**src/scbp_pkg.sv**
```systemverilog
package scbp_pkg;

   localparam int SLOT_COUNT    = 16;
   localparam int SLOT_IDX_W    = $clog2(SLOT_COUNT);
   localparam int MAX_SIZE_LOG2 = 24;
   localparam int LOG2_W        = 5;
   localparam int COUNT_W       = 25;
   localparam int HANDLE_W      = 4;
   localparam int SLOT_OUT_W    = 4;
   localparam int DEV_W         = 2;
   localparam int TYPE_W        = 4;
   localparam int STATUS_W      = 2;
   localparam int GROUP_COUNT   = (COUNT_W + 7) / 8;
   localparam int GRP_W         = (GROUP_COUNT > 1) ? $clog2(GROUP_COUNT) : 1;
   localparam int PAD_W         = GROUP_COUNT * 8;

   localparam logic [STATUS_W-1:0] ST_OK         = 2'd0;
   localparam logic [STATUS_W-1:0] ST_FULL       = 2'd1;
   localparam logic [STATUS_W-1:0] ST_NOT_IN_USE = 2'd2;

   localparam logic ACT_REQUEST = 1'b0;
   localparam logic ACT_RETURN  = 1'b1;

   typedef struct packed {
      logic load;
      logic round_step;
      logic scan_issue;
      logic ret_read;
      logic ret_commit;
      logic req_commit;
   } ctrl_cmd_type;

   typedef struct packed {
      logic is_return;
      logic round_done;
      logic scan_last;
   } dp_status_type;

   typedef struct packed {
      logic [DEV_W-1:0]  device;
      logic [TYPE_W-1:0] elem_type;
      logic [LOG2_W-1:0] size_log2;
   } slot_entry_type;

endpackage

```
**src/scbp_ctrl.sv**
```systemverilog
module scbp_ctrl
   import scbp_pkg::*;
(
   input  logic          clock,
   input  logic          reset,
   input  logic          start,
   output logic          busy,
   input  dp_status_type status,
   output ctrl_cmd_type  cmd
);

   localparam logic [2:0] S_IDLE   = 3'd0;
   localparam logic [2:0] S_ROUND  = 3'd1;
   localparam logic [2:0] S_SCAN   = 3'd2;
   localparam logic [2:0] S_FINISH = 3'd3;
   localparam logic [2:0] S_COMMIT = 3'd4;
   localparam logic [2:0] S_RET    = 3'd5;

   logic [2:0] state_ff;
   logic [2:0] state_in;

   always_comb begin
      state_in = state_ff;
      cmd      = '0;
      unique case (state_ff)
         S_IDLE: begin
            if (start) begin
               cmd.load = 1'b1;
               state_in = S_ROUND;
            end
         end
         S_ROUND: begin
            if (status.is_return) begin
               cmd.ret_read = 1'b1;
               state_in     = S_RET;
            end else begin
               cmd.round_step = 1'b1;
               if (status.round_done) begin
                  state_in = S_SCAN;
               end
            end
         end
         S_SCAN: begin
            cmd.scan_issue = 1'b1;
            if (status.scan_last) begin
               state_in = S_FINISH;
            end
         end
         S_FINISH: begin
            state_in = S_COMMIT;
         end
         S_COMMIT: begin
            cmd.req_commit = 1'b1;
            state_in       = S_IDLE;
         end
         S_RET: begin
            cmd.ret_commit = 1'b1;
            state_in       = S_IDLE;
         end
         default: begin
            state_in = S_IDLE;
         end
      endcase
   end

   always_ff @(posedge clock) begin
      if (reset) begin
         state_ff <= S_IDLE;
      end else begin
         state_ff <= state_in;
      end
   end

   assign busy = (state_ff != S_IDLE);

endmodule

```
**src/scbp_datapath.sv**
```systemverilog
module scbp_datapath
   import scbp_pkg::*;
(
   input  logic                  clock,
   input  logic                  reset,
   input  ctrl_cmd_type          cmd,
   output dp_status_type         status,
   input  logic                  req_action,
   input  logic [DEV_W-1:0]      req_device_kind,
   input  logic [TYPE_W-1:0]     req_element_type,
   input  logic [COUNT_W-1:0]    req_element_count,
   input  logic [HANDLE_W-1:0]   req_slot_handle,
   output logic                  rsp_strobe,
   output logic [SLOT_OUT_W-1:0] rsp_granted_slot,
   output logic [COUNT_W-1:0]    rsp_block_size,
   output logic                  rsp_reused,
   output logic [STATUS_W-1:0]   rsp_status
);

   localparam int LG_RAW_W = GRP_W + 4;

   function automatic logic [3:0] bitlen8(input logic [7:0] v);
      logic [3:0] n;
      n = '0;
      for (int i = 0; i < 8; i++) begin
         if (v[i]) begin
            n = 4'(i + 1);
         end
      end
      return n;
   endfunction

   slot_entry_type slot_mem [SLOT_COUNT];
   slot_entry_type rd_data_ff;
   logic [SLOT_COUNT-1:0] exists_ff;
   logic [SLOT_COUNT-1:0] in_use_ff;

   logic                  action_ff;
   logic [DEV_W-1:0]      dev_ff;
   logic [TYPE_W-1:0]     typ_ff;
   logic [PAD_W-1:0]      m_ff;
   logic [HANDLE_W-1:0]   handle_ff;
   logic [GRP_W-1:0]      grp_ff;
   logic [LOG2_W-1:0]     lg_ff;
   logic [SLOT_IDX_W-1:0] scan_idx_ff;
   logic [SLOT_IDX_W-1:0] cmp_idx_ff;
   logic                  cmp_valid_ff;
   logic                  reuse_found_ff;
   logic [SLOT_IDX_W-1:0] reuse_idx_ff;
   logic                  empty_found_ff;
   logic [SLOT_IDX_W-1:0] empty_idx_ff;

   logic                  rsp_strobe_ff;
   logic [SLOT_OUT_W-1:0] granted_ff;
   logic [COUNT_W-1:0]    size_ff;
   logic                  reused_ff;
   logic [STATUS_W-1:0]   status_ff;

   logic [7:0]            group_bits;
   logic                  group_hit;
   logic [LG_RAW_W-1:0]   lg_raw;
   logic [LOG2_W-1:0]     lg_in;
   logic [SLOT_IDX_W-1:0] handle_idx;
   logic [SLOT_IDX_W-1:0] rd_addr;
   logic                  handle_in_range;
   logic                  reuse_match;
   logic                  mem_we;
   slot_entry_type        mem_wdata;

   assign group_bits = m_ff[{grp_ff, 3'b000} +: 8];
   assign group_hit  = (group_bits != 8'd0);
   assign lg_raw     = LG_RAW_W'({grp_ff, 3'b000}) + LG_RAW_W'(bitlen8(group_bits));

   always_comb begin
      if (lg_raw < LG_RAW_W'(1)) begin
         lg_in = LOG2_W'(1);
      end else if (lg_raw > LG_RAW_W'(MAX_SIZE_LOG2)) begin
         lg_in = LOG2_W'(MAX_SIZE_LOG2);
      end else begin
         lg_in = LOG2_W'(lg_raw);
      end
   end

   assign handle_idx      = SLOT_IDX_W'(handle_ff);
   assign handle_in_range = ({{(32 - HANDLE_W){1'b0}}, handle_ff} < 32'(SLOT_COUNT));
   assign rd_addr         = cmd.ret_read ? handle_idx : scan_idx_ff;

   assign reuse_match = exists_ff[cmp_idx_ff] && !in_use_ff[cmp_idx_ff] &&
                        (rd_data_ff.device == dev_ff) &&
                        (rd_data_ff.elem_type == typ_ff) &&
                        (rd_data_ff.size_log2 == lg_ff);

   assign mem_we    = cmd.req_commit && !reuse_found_ff && empty_found_ff;
   assign mem_wdata = '{device: dev_ff, elem_type: typ_ff, size_log2: lg_ff};

   assign status.is_return  = (action_ff == ACT_RETURN);
   assign status.round_done = group_hit || (grp_ff == '0);
   assign status.scan_last  = (scan_idx_ff == SLOT_IDX_W'(SLOT_COUNT - 1));

   always_ff @(posedge clock) begin
      if (mem_we) begin
         slot_mem[empty_idx_ff] <= mem_wdata;
      end
      rd_data_ff <= slot_mem[rd_addr];
   end

   always_ff @(posedge clock) begin
      if (cmd.load) begin
         action_ff <= req_action;
         dev_ff    <= req_device_kind;
         typ_ff    <= req_element_type;
         handle_ff <= req_slot_handle;
         if (req_element_count == '0) begin
            m_ff <= '0;
         end else begin
            m_ff <= PAD_W'(req_element_count - COUNT_W'(1));
         end
         grp_ff      <= GRP_W'(GROUP_COUNT - 1);
         scan_idx_ff <= '0;
      end else begin
         if (cmd.round_step) begin
            if (group_hit || (grp_ff == '0)) begin
               lg_ff <= lg_in;
            end else begin
               grp_ff <= grp_ff - GRP_W'(1);
            end
         end
         if (cmd.scan_issue) begin
            scan_idx_ff <= scan_idx_ff + SLOT_IDX_W'(1);
         end
      end
      cmp_idx_ff <= scan_idx_ff;
   end

   always_ff @(posedge clock) begin
      if (reset) begin
         exists_ff      <= '0;
         in_use_ff      <= '0;
         cmp_valid_ff   <= 1'b0;
         reuse_found_ff <= 1'b0;
         empty_found_ff <= 1'b0;
         rsp_strobe_ff  <= 1'b0;
      end else begin
         cmp_valid_ff  <= cmd.scan_issue;
         rsp_strobe_ff <= cmd.req_commit || cmd.ret_commit;
         if (cmd.load) begin
            reuse_found_ff <= 1'b0;
            empty_found_ff <= 1'b0;
         end else if (cmp_valid_ff) begin
            if (!reuse_found_ff && reuse_match) begin
               reuse_found_ff <= 1'b1;
               reuse_idx_ff   <= cmp_idx_ff;
            end
            if (!empty_found_ff && !exists_ff[cmp_idx_ff]) begin
               empty_found_ff <= 1'b1;
               empty_idx_ff   <= cmp_idx_ff;
            end
         end
         if (cmd.req_commit) begin
            if (reuse_found_ff) begin
               in_use_ff[reuse_idx_ff] <= 1'b1;
            end else if (empty_found_ff) begin
               exists_ff[empty_idx_ff] <= 1'b1;
               in_use_ff[empty_idx_ff] <= 1'b1;
            end
         end
         if (cmd.ret_commit && handle_in_range && exists_ff[handle_idx] &&
             in_use_ff[handle_idx]) begin
            in_use_ff[handle_idx] <= 1'b0;
         end
      end
   end

   always_ff @(posedge clock) begin
      if (cmd.req_commit) begin
         priority if (reuse_found_ff) begin
            granted_ff <= SLOT_OUT_W'(reuse_idx_ff);
            size_ff    <= COUNT_W'(1) << lg_ff;
            reused_ff  <= 1'b1;
            status_ff  <= ST_OK;
         end else if (empty_found_ff) begin
            granted_ff <= SLOT_OUT_W'(empty_idx_ff);
            size_ff    <= COUNT_W'(1) << lg_ff;
            reused_ff  <= 1'b0;
            status_ff  <= ST_OK;
         end else begin
            granted_ff <= '0;
            size_ff    <= '0;
            reused_ff  <= 1'b0;
            status_ff  <= ST_FULL;
         end
      end else if (cmd.ret_commit) begin
         if (handle_in_range && exists_ff[handle_idx] && in_use_ff[handle_idx]) begin
            granted_ff <= SLOT_OUT_W'(handle_idx);
            size_ff    <= COUNT_W'(1) << rd_data_ff.size_log2;
            reused_ff  <= 1'b0;
            status_ff  <= ST_OK;
         end else begin
            granted_ff <= '0;
            size_ff    <= '0;
            reused_ff  <= 1'b0;
            status_ff  <= ST_NOT_IN_USE;
         end
      end
   end

   assign rsp_strobe       = rsp_strobe_ff;
   assign rsp_granted_slot = granted_ff;
   assign rsp_block_size   = size_ff;
   assign rsp_reused       = reused_ff;
   assign rsp_status       = status_ff;

endmodule

```
**src/size_class_block_pool.sv**
```systemverilog
// Power-of-two block pool with exact-fit reuse over a table of sixteen slots.
// Input channel: a beat is taken at a rising edge where start is high and busy
// is low. A request carries device, data type and element count; a return
// carries the slot handle. The action bit chooses between the two.
// Result channel: each beat appears for one cycle with rsp_strobe high and
// carries the slot, the block size, the reuse flag and a status code.
// A request first rounds the count, stepping from the top byte of the count
// down to the first nonzero byte, then scans the table slot by slot through
// its single read port, then waits for the last read, decides and registers
// the result. A return reads the slot of its handle and registers the result.
// Busy falls as the strobe rises, so the next beat can be taken at the edge
// that ends the strobe cycle; a new beat is not taken while one is in work.
// Synchronous reset empties the table and drops busy and the strobe.
// The receiver cannot stall, so every result is delivered on its strobe.
module size_class_block_pool
   import scbp_pkg::*;
(
   input  logic                  clock,
   input  logic                  reset,
   input  logic                  start,
   output logic                  busy,
   input  logic                  req_action,
   input  logic [DEV_W-1:0]      req_device_kind,
   input  logic [TYPE_W-1:0]     req_element_type,
   input  logic [COUNT_W-1:0]    req_element_count,
   input  logic [HANDLE_W-1:0]   req_slot_handle,
   output logic                  rsp_strobe,
   output logic [SLOT_OUT_W-1:0] rsp_granted_slot,
   output logic [COUNT_W-1:0]    rsp_block_size,
   output logic                  rsp_reused,
   output logic [STATUS_W-1:0]   rsp_status
);

   ctrl_cmd_type  cmd;
   dp_status_type status;

   scbp_ctrl u_ctrl (
      .clock  (clock),
      .reset  (reset),
      .start  (start),
      .busy   (busy),
      .status (status),
      .cmd    (cmd)
   );

   scbp_datapath u_datapath (
      .clock             (clock),
      .reset             (reset),
      .cmd               (cmd),
      .status            (status),
      .req_action        (req_action),
      .req_device_kind   (req_device_kind),
      .req_element_type  (req_element_type),
      .req_element_count (req_element_count),
      .req_slot_handle   (req_slot_handle),
      .rsp_strobe        (rsp_strobe),
      .rsp_granted_slot  (rsp_granted_slot),
      .rsp_block_size    (rsp_block_size),
      .rsp_reused        (rsp_reused),
      .rsp_status        (rsp_status)
   );

endmodule

```
**config.mk**
```make
export PLATFORM = sky130hd
export DESIGN_NAME = size_class_block_pool
export DESIGN_NICKNAME = d
export VERILOG_FILES = /design/src/scbp_pkg.sv /design/src/scbp_ctrl.sv /design/src/scbp_datapath.sv /design/src/size_class_block_pool.sv
export SDC_FILE = /design/constraint.sdc
export NUM_CORES = 1
export LEC_CHECK = 0
export BUFFER_PORTS_ARGS = -buffer_cell sky130_fd_sc_hd__buf_2
export CORE_UTILIZATION = 45
export DETAILED_ROUTE_END_ITERATION = 16
export REMOVE_ABC_BUFFERS = 1
export SETUP_SLACK_MARGIN = 0.02
export SLEW_MARGIN = 20
export SYNTH_ARGS = -nofsm -noshare
export SYNTH_HDL_FRONTEND = slang
export SYNTH_SLANG_ARGS = --single-unit
```
**constraint.sdc**
```tcl
create_clock -name clock -period 4.3 [get_ports clock]
set_input_delay 0.215 -clock clock [delete_from_list [all_inputs] [get_ports clock]]
set_output_delay 0.215 -clock clock [all_outputs]
set_load 0.005 [all_outputs]
```
Word-level counts from Yosys, hierarchy flattened:

Memory sizes are Yosys's and may differ from the RTL's. A register that Yosys moved wholly into a read port is not among the register bits.
Cells that the tools add are included.

* reductions and logical operators: 36
* bitwise operators: 9
* shifts and indexed selects: 3
* multiplexer cells: 63
* $lt $le $gt $ge: 9
* eq/ne operators: 12
* add/subtract/negate cells: 4

Operators by type and width (count)
* $mux 25: 5
* $mux 16: 5
* $mux 4: 13
* $shl 1x5->25 const A: 2
* $or 16x16->16: 3
* $shiftx 32x6->8: 1
* $sub 25x1->26 const B: 1
* $logic_not 25->1: 1
* $mux 1: 23
* $lt 4x5->1 const B: 4
* $and 16x16->16: 1
* $bmux 1 s4: 4
* $not 16->16: 1
* $logic_and 1x1->1: 14
* $demux 1 s4: 3
* $ge 4x1->1 const B: 3
* $mux 3: 4
* $pmux 3 s4: 1
* $reduce_and 3->1: 3
* $mux 2: 4
* $reduce_and 4->1: 2
* $reduce_bool 8->1: 1
* $add 5x4->6: 1
* $eq 3x2->1 const B: 2
* 22 further kinds: 34

* input port bits: 39
* logic and storage cells: 160
* memories: 1
* RAM bits: 176
* register bits: 137
* output and inout bits: 34

Memories
* u_datapath.slot_mem: depth 16, width 11, rd ports 1, clocked after Yosys merged registers in 1, write ports 1, RTL line scbp_datapath.sv:33 `slot_entry_type slot_mem [SLOT_COUNT];`

Longest topological paths before layout:

* word-level depth: 12
* depth in mapped cells: 11
* gate-level depth less buffers: 7

Hierarchy:

A second synthesis with hierarchy kept.

* cell total of the unflattened synthesis: 920
* area, all modules: 13599.3 sq um

Modules (own cells, without submodules)
* scbp_datapath: instances 1, sequential area each 8888.5 sq um, area an instance 13377.8 sq um, cells each 898
* scbp_ctrl: instances 1, sequential area each 60.1 sq um, area an instance 221.5 sq um, cells each 22

Worst setup path after synthesis:

Ideal clock, no wire load.

* path type: register -> register
* start point: reg u_ctrl.state_ff[0]
* end point: mem u_datapath.slot_mem[0][0] in the netlist's numbering (enable)
* setup slack: 1162 ps
* cell stages (with the launch flop): 6
* setup time: 415 ps
* path buffers: 2
* arrival time: 2724 ps
* clock period less this slack: 3138 ps
* required time: 3885 ps
* cells stage by stage: dfxtp_1 -> clkbuf_1 -> or3b_2 -> clkbuf_1 -> or3_1 -> nor4_1

* word-level cells in the longest chain between the ends: 6

Ends and longest elaborated chain
* start, declared: RTL line scbp_ctrl.sv:19 `logic [2:0] state_ff;`
* start signal, assigned: RTL line scbp_ctrl.sv:70 `state_ff <= state_in;`
* $eq 3x3->1: RTL line scbp_ctrl.sv:25 `unique case (state_ff)`
* $mux 1: RTL line scbp_ctrl.sv:25
* $logic_and 1x1->1 (2 in series): RTL line scbp_datapath.sv:93 `assign mem_we = cmd.req_commit && !reuse_found_ff && empty_found_ff;`
* $mux 1: RTL line scbp_datapath.sv:101 `if (mem_we) begin`
* $mux 1 (implied by the code): RTL line scbp_datapath.sv:102 `slot_mem[empty_idx_ff] <= mem_wdata;`
* end, declared: RTL line scbp_datapath.sv:33

No other way between the ends.

Worst setup path in the final report:

* start point: reg u_ctrl.state_ff[1]
* end point: mem u_datapath.slot_mem[5][6] in the netlist's numbering (enable)

Same word-level chain as after synthesis.

==> flow_summary_export.csv <==
group,metric,value,unit
global_route,gr-usage-all-layers,0.218,
pwr,power.density,468,nW/µm²
critical_path,path_cells,"nand2b_1 > nor2_1 > and3_1 > nand2_1 > or3_1 > inv_1",
cells_and_area,antenna_cells,0,
place,port_buffers,72,
detailed_routing,vias,8887,
floorplanning,die_h,174,µm
synthesis,yosysUniqueCellTypes,58,
floorplanning,dieArea,30400,µm²
place,gp_congestion,0.885,
floorplanning,core-area,29000,µm²
cells_and_area,fin_area,15600,µm²
min_path,hp-class,"primary input to flop",
detailed_routing,viasPerCell,5.77,
critical_path,cp.arrival,3.13,ns
global_route,grt_max_degree,38,
cells_and_area,nFillCells,2474,
sta,finalCriticalPeriod,3.00,ns
synthesis,synth_seq_cells,318,
cells_and_area,area_growth,16.3,%
critical_path,timing.rr.start,"u_ctrl.state_ff[1]",
global_route,antenna_found_initial,0,
critical_path,cp-end-kind,"flop",
clock_network,cts.sinks,318,
sta,worst_slew_pin_slew,0.992,ns
detailed_routing,drt-pass1-iter-count,7,
synthesis,synth_flop_cell,"edfxtp_1",
global_route,grt-ovfl-total,0,
min_path,hold_start,"start",
clock_network,insertion_delay,0.51,ns
synthesis,ys_seq_area_frac,0.668,
pwr,p_leak,5.42,nW
detailed_routing,drtIter0Drc,868,
sta,final_max_slew_viol_count,0,
cells_and_area,drive_gt1_frac,0.173,
sta,maxSlewHeadroom,0.330,
detailed_routing,drtAntennaViolNets,0,
detailed_routing,routed_wl,32.9,mm
pwr,vdd_drop_max,281,µV
critical_path,cp_slowest_cell,"nor2_1",
synthesis,yosysTopAreaCell,"edfxtp_1",
critical_path,worstReg2RegEnd,"u_datapath.slot_mem[5][6]",
synthesis,post-synth-top-area-fraction,0.579,
place,place_hpwl,21.2,mm
clock_network,cts_buffers,35,
cells_and_area,fin_cells,1540,
synthesis,syn-cell-area,13400,µm²
place,dp_cells,1468,
sta,finalHoldViolCount,0,
synthesis,synth_area_per_cell,13.1,µm²
clock_network,ctsRootBufferMaster,"clkbuf_16",
synthesis,synthTopCellsByArea,"edfxtp_1 (58%), dfxtp_1 (9.0%), nand2_1 (4.8%)",
sta,setup_viol,0,
sta,rsz0062_at_grt,"false",
critical_path,crit_type,"flop to flop",
critical_path,cp.buffers_inverters,1,
floorplanning,die_w,174,µm
min_path,holdPathEnd,"u_datapath.grp_ff[1]",
place,placed_area,14400,µm²
floorplanning,start_util,0.461,
sta,setup_tns,0,ns
sta,fmax,0.334,GHz
sta,fin_worst_skew,0.0145,ns
global_route,grt_pass1_vias,8732,
job,cap_violations,0,
critical_path,startpoint_type,"flop",
detailed_routing,wl_per_cell,21.4,µm
sta,layout_worst_path_cycle_share,0.697,
synthesis,synth_most_common_cell,"edfxtp_1",
critical_path,crit_family,"simple AND/OR/NAND/NOR gates",
cells_and_area,nNetsFinal,1177,
critical_path,required,4.44,ns
cells_and_area,seq_area,8950,µm²
detailed_routing,drc,0,
clock_network,cts_tree,"done",
min_path,holdPathStages,3,
critical_path,rrSetupSlack,1.30,ns
floorplanning,placement_rows,62,
synthesis,synth_cells,1023,
critical_path,reg2reg_depth,6,
critical_path,cpPeakStageDelay,0.62,ns
floorplanning,num_io_pins,73,
clock_network,clkTransAtPathRegs,0.06,ns
synthesis,synth_enable_flop_cells,258,
synthesis,synth_common_cells,"edfxtp_1 (258), nand2_1 (172), nor2_1 (75), dfxtp_1 (60), nand3_1 (48)",
global_route,grt_pass1_wl,50.3,mm
clock_network,cts_max_level,2,
outcome,outcome,"finished clean",
critical_path,crit_fanout,15,
synthesis,yosys_warnings,0,
synthesis,async_reset_ff_frac,0,
clock_network,clock_path_buffers,3,
cells_and_area,multiInputGateArea,4240,µm²
## layer usage
metal  GRT usage  up-vias  share of wire
met1       0.304     4392           0.44
met2       0.350      319           0.47
met5           0        -              0
met4      0.0691        0          0.025
met3      0.0365       63          0.069
li1            -     4113              -
## cells in the final DEF, fill, tap and decap left out, types with 6 or more instances in the layout
cell type / instances
a211oi_1: 27
a21oi_1: 10
a31oi_1: 12
a32oi_1: 12
buf_2: 72
buf_4: 36
clkbuf_1: 15
clkbuf_16: 35
clkbuf_8: 8
dfxtp_1: 60
dlygate4sd3_1: 11
edfxtp_1: 258
ha_1: 6
inv_1: 13
mux2i_1: 35
mux4_2: 22
nand2_1: 172
nand2b_1: 11
nand3_1: 48
nand4_1: 10
nor2_1: 75
nor2b_1: 9
nor3_1: 16
nor3_2: 7
nor4_1: 13
o21a_1: 11
o21ai_0: 10
o22ai_1: 14
o32ai_1: 22
or4_1: 6
xnor2_1: 14
xor2_1: 14
## power breakdown
part	switching (mW)	internal [mW]	leakage, nW
Combinational	0.563	0.346	2.09
Clock	1.12	1.64	0.514
Sequential	0.137	3.47	2.81
## flip-flops by register name, summed over array words and instances (netlist names), 2 cells and up
name	flops
u_ctrl.state_ff	3
u_datapath.cmp_idx_ff	4
u_datapath.dev_ff	2
u_datapath.empty_idx_ff	4
u_datapath.exists_ff	16
u_datapath.grp_ff	2
u_datapath.handle_ff	4
u_datapath.in_use_ff	16
u_datapath.lg_ff	5
u_datapath.m_ff	26
u_datapath.rd_data_ff	11
u_datapath.reuse_idx_ff	4
u_datapath.rsp_block_size	25
u_datapath.rsp_granted_slot	4
u_datapath.rsp_status	2
u_datapath.scan_idx_ff	4
u_datapath.slot_mem	176
u_datapath.typ_ff	4
## through the flow
stage,power [mW],util,worst slack [ns],hold WS [ns]
after floorplan,4.22,-,-1.06,0.287
after global placement,4.56,0.496,1.38,0.393
after detailed placement,4.57,0.496,1.35,0.393
after CTS,7.34,0.536,1.33,0.00121
after global routing,7.56,0.536,1.20,0.0145
final,7.28,0.536,1.30,0.00256
## cell families after synthesis
logic type,share of synthesized area
AO/OA/AOI/OAI,0.0809
flip-flops,0.668
adder cells (fa/ha/maj),0.00561
buffers and inverters,0.0192
XOR/XNOR,0.0183
multiplexers,0.0695
AND/OR/NAND/NOR,0.138
## worst max path at each step
stage	end	slack, ns	depth (start not counted)	from
floorplan	u_datapath.rd_data_ff[2]	-1.06	6	u_ctrl.state_ff[0]
global placement	u_datapath.slot_mem[5][6]	1.38	6	u_ctrl.state_ff[1]
detailed placement	u_datapath.slot_mem[5][6]	1.35	6	u_ctrl.state_ff[1]
CTS	u_datapath.slot_mem[5][6]	1.33	6	u_ctrl.state_ff[1]
global route	u_datapath.rd_data_ff[3]	1.20	7	u_ctrl.state_ff[0]
finish	u_datapath.slot_mem[5][6]	1.30	6	u_ctrl.state_ff[1]
## layout make-up
| type | instances | share of cell area |
|---|---|---|
| sequential | 318 | 0.575 |
| tap | 384 | 0.0309 |
| inverter | 14 | 0.00338 |
| multi-input combinational | 642 | 0.273 |
| clock buffer | 58 | 0.0670 |
| clock inverter | 3 | 0.00105 |
| timing repair buffer | 121 | 0.0502 |
## tightest hold or removal path: cells and delay by family
kind	cells	cell delay [ns]
buf+inv	1	0.10
simple gates	2	0.17
## timing repair
item / in CTS / in global routing
endpoints found under the hold margin: 11 / 0
buffers inserted: 0 / 0
gates resized for setup: 0 / 0
hold buffers: 11 / 0
(Power assumes the default switching activity.)
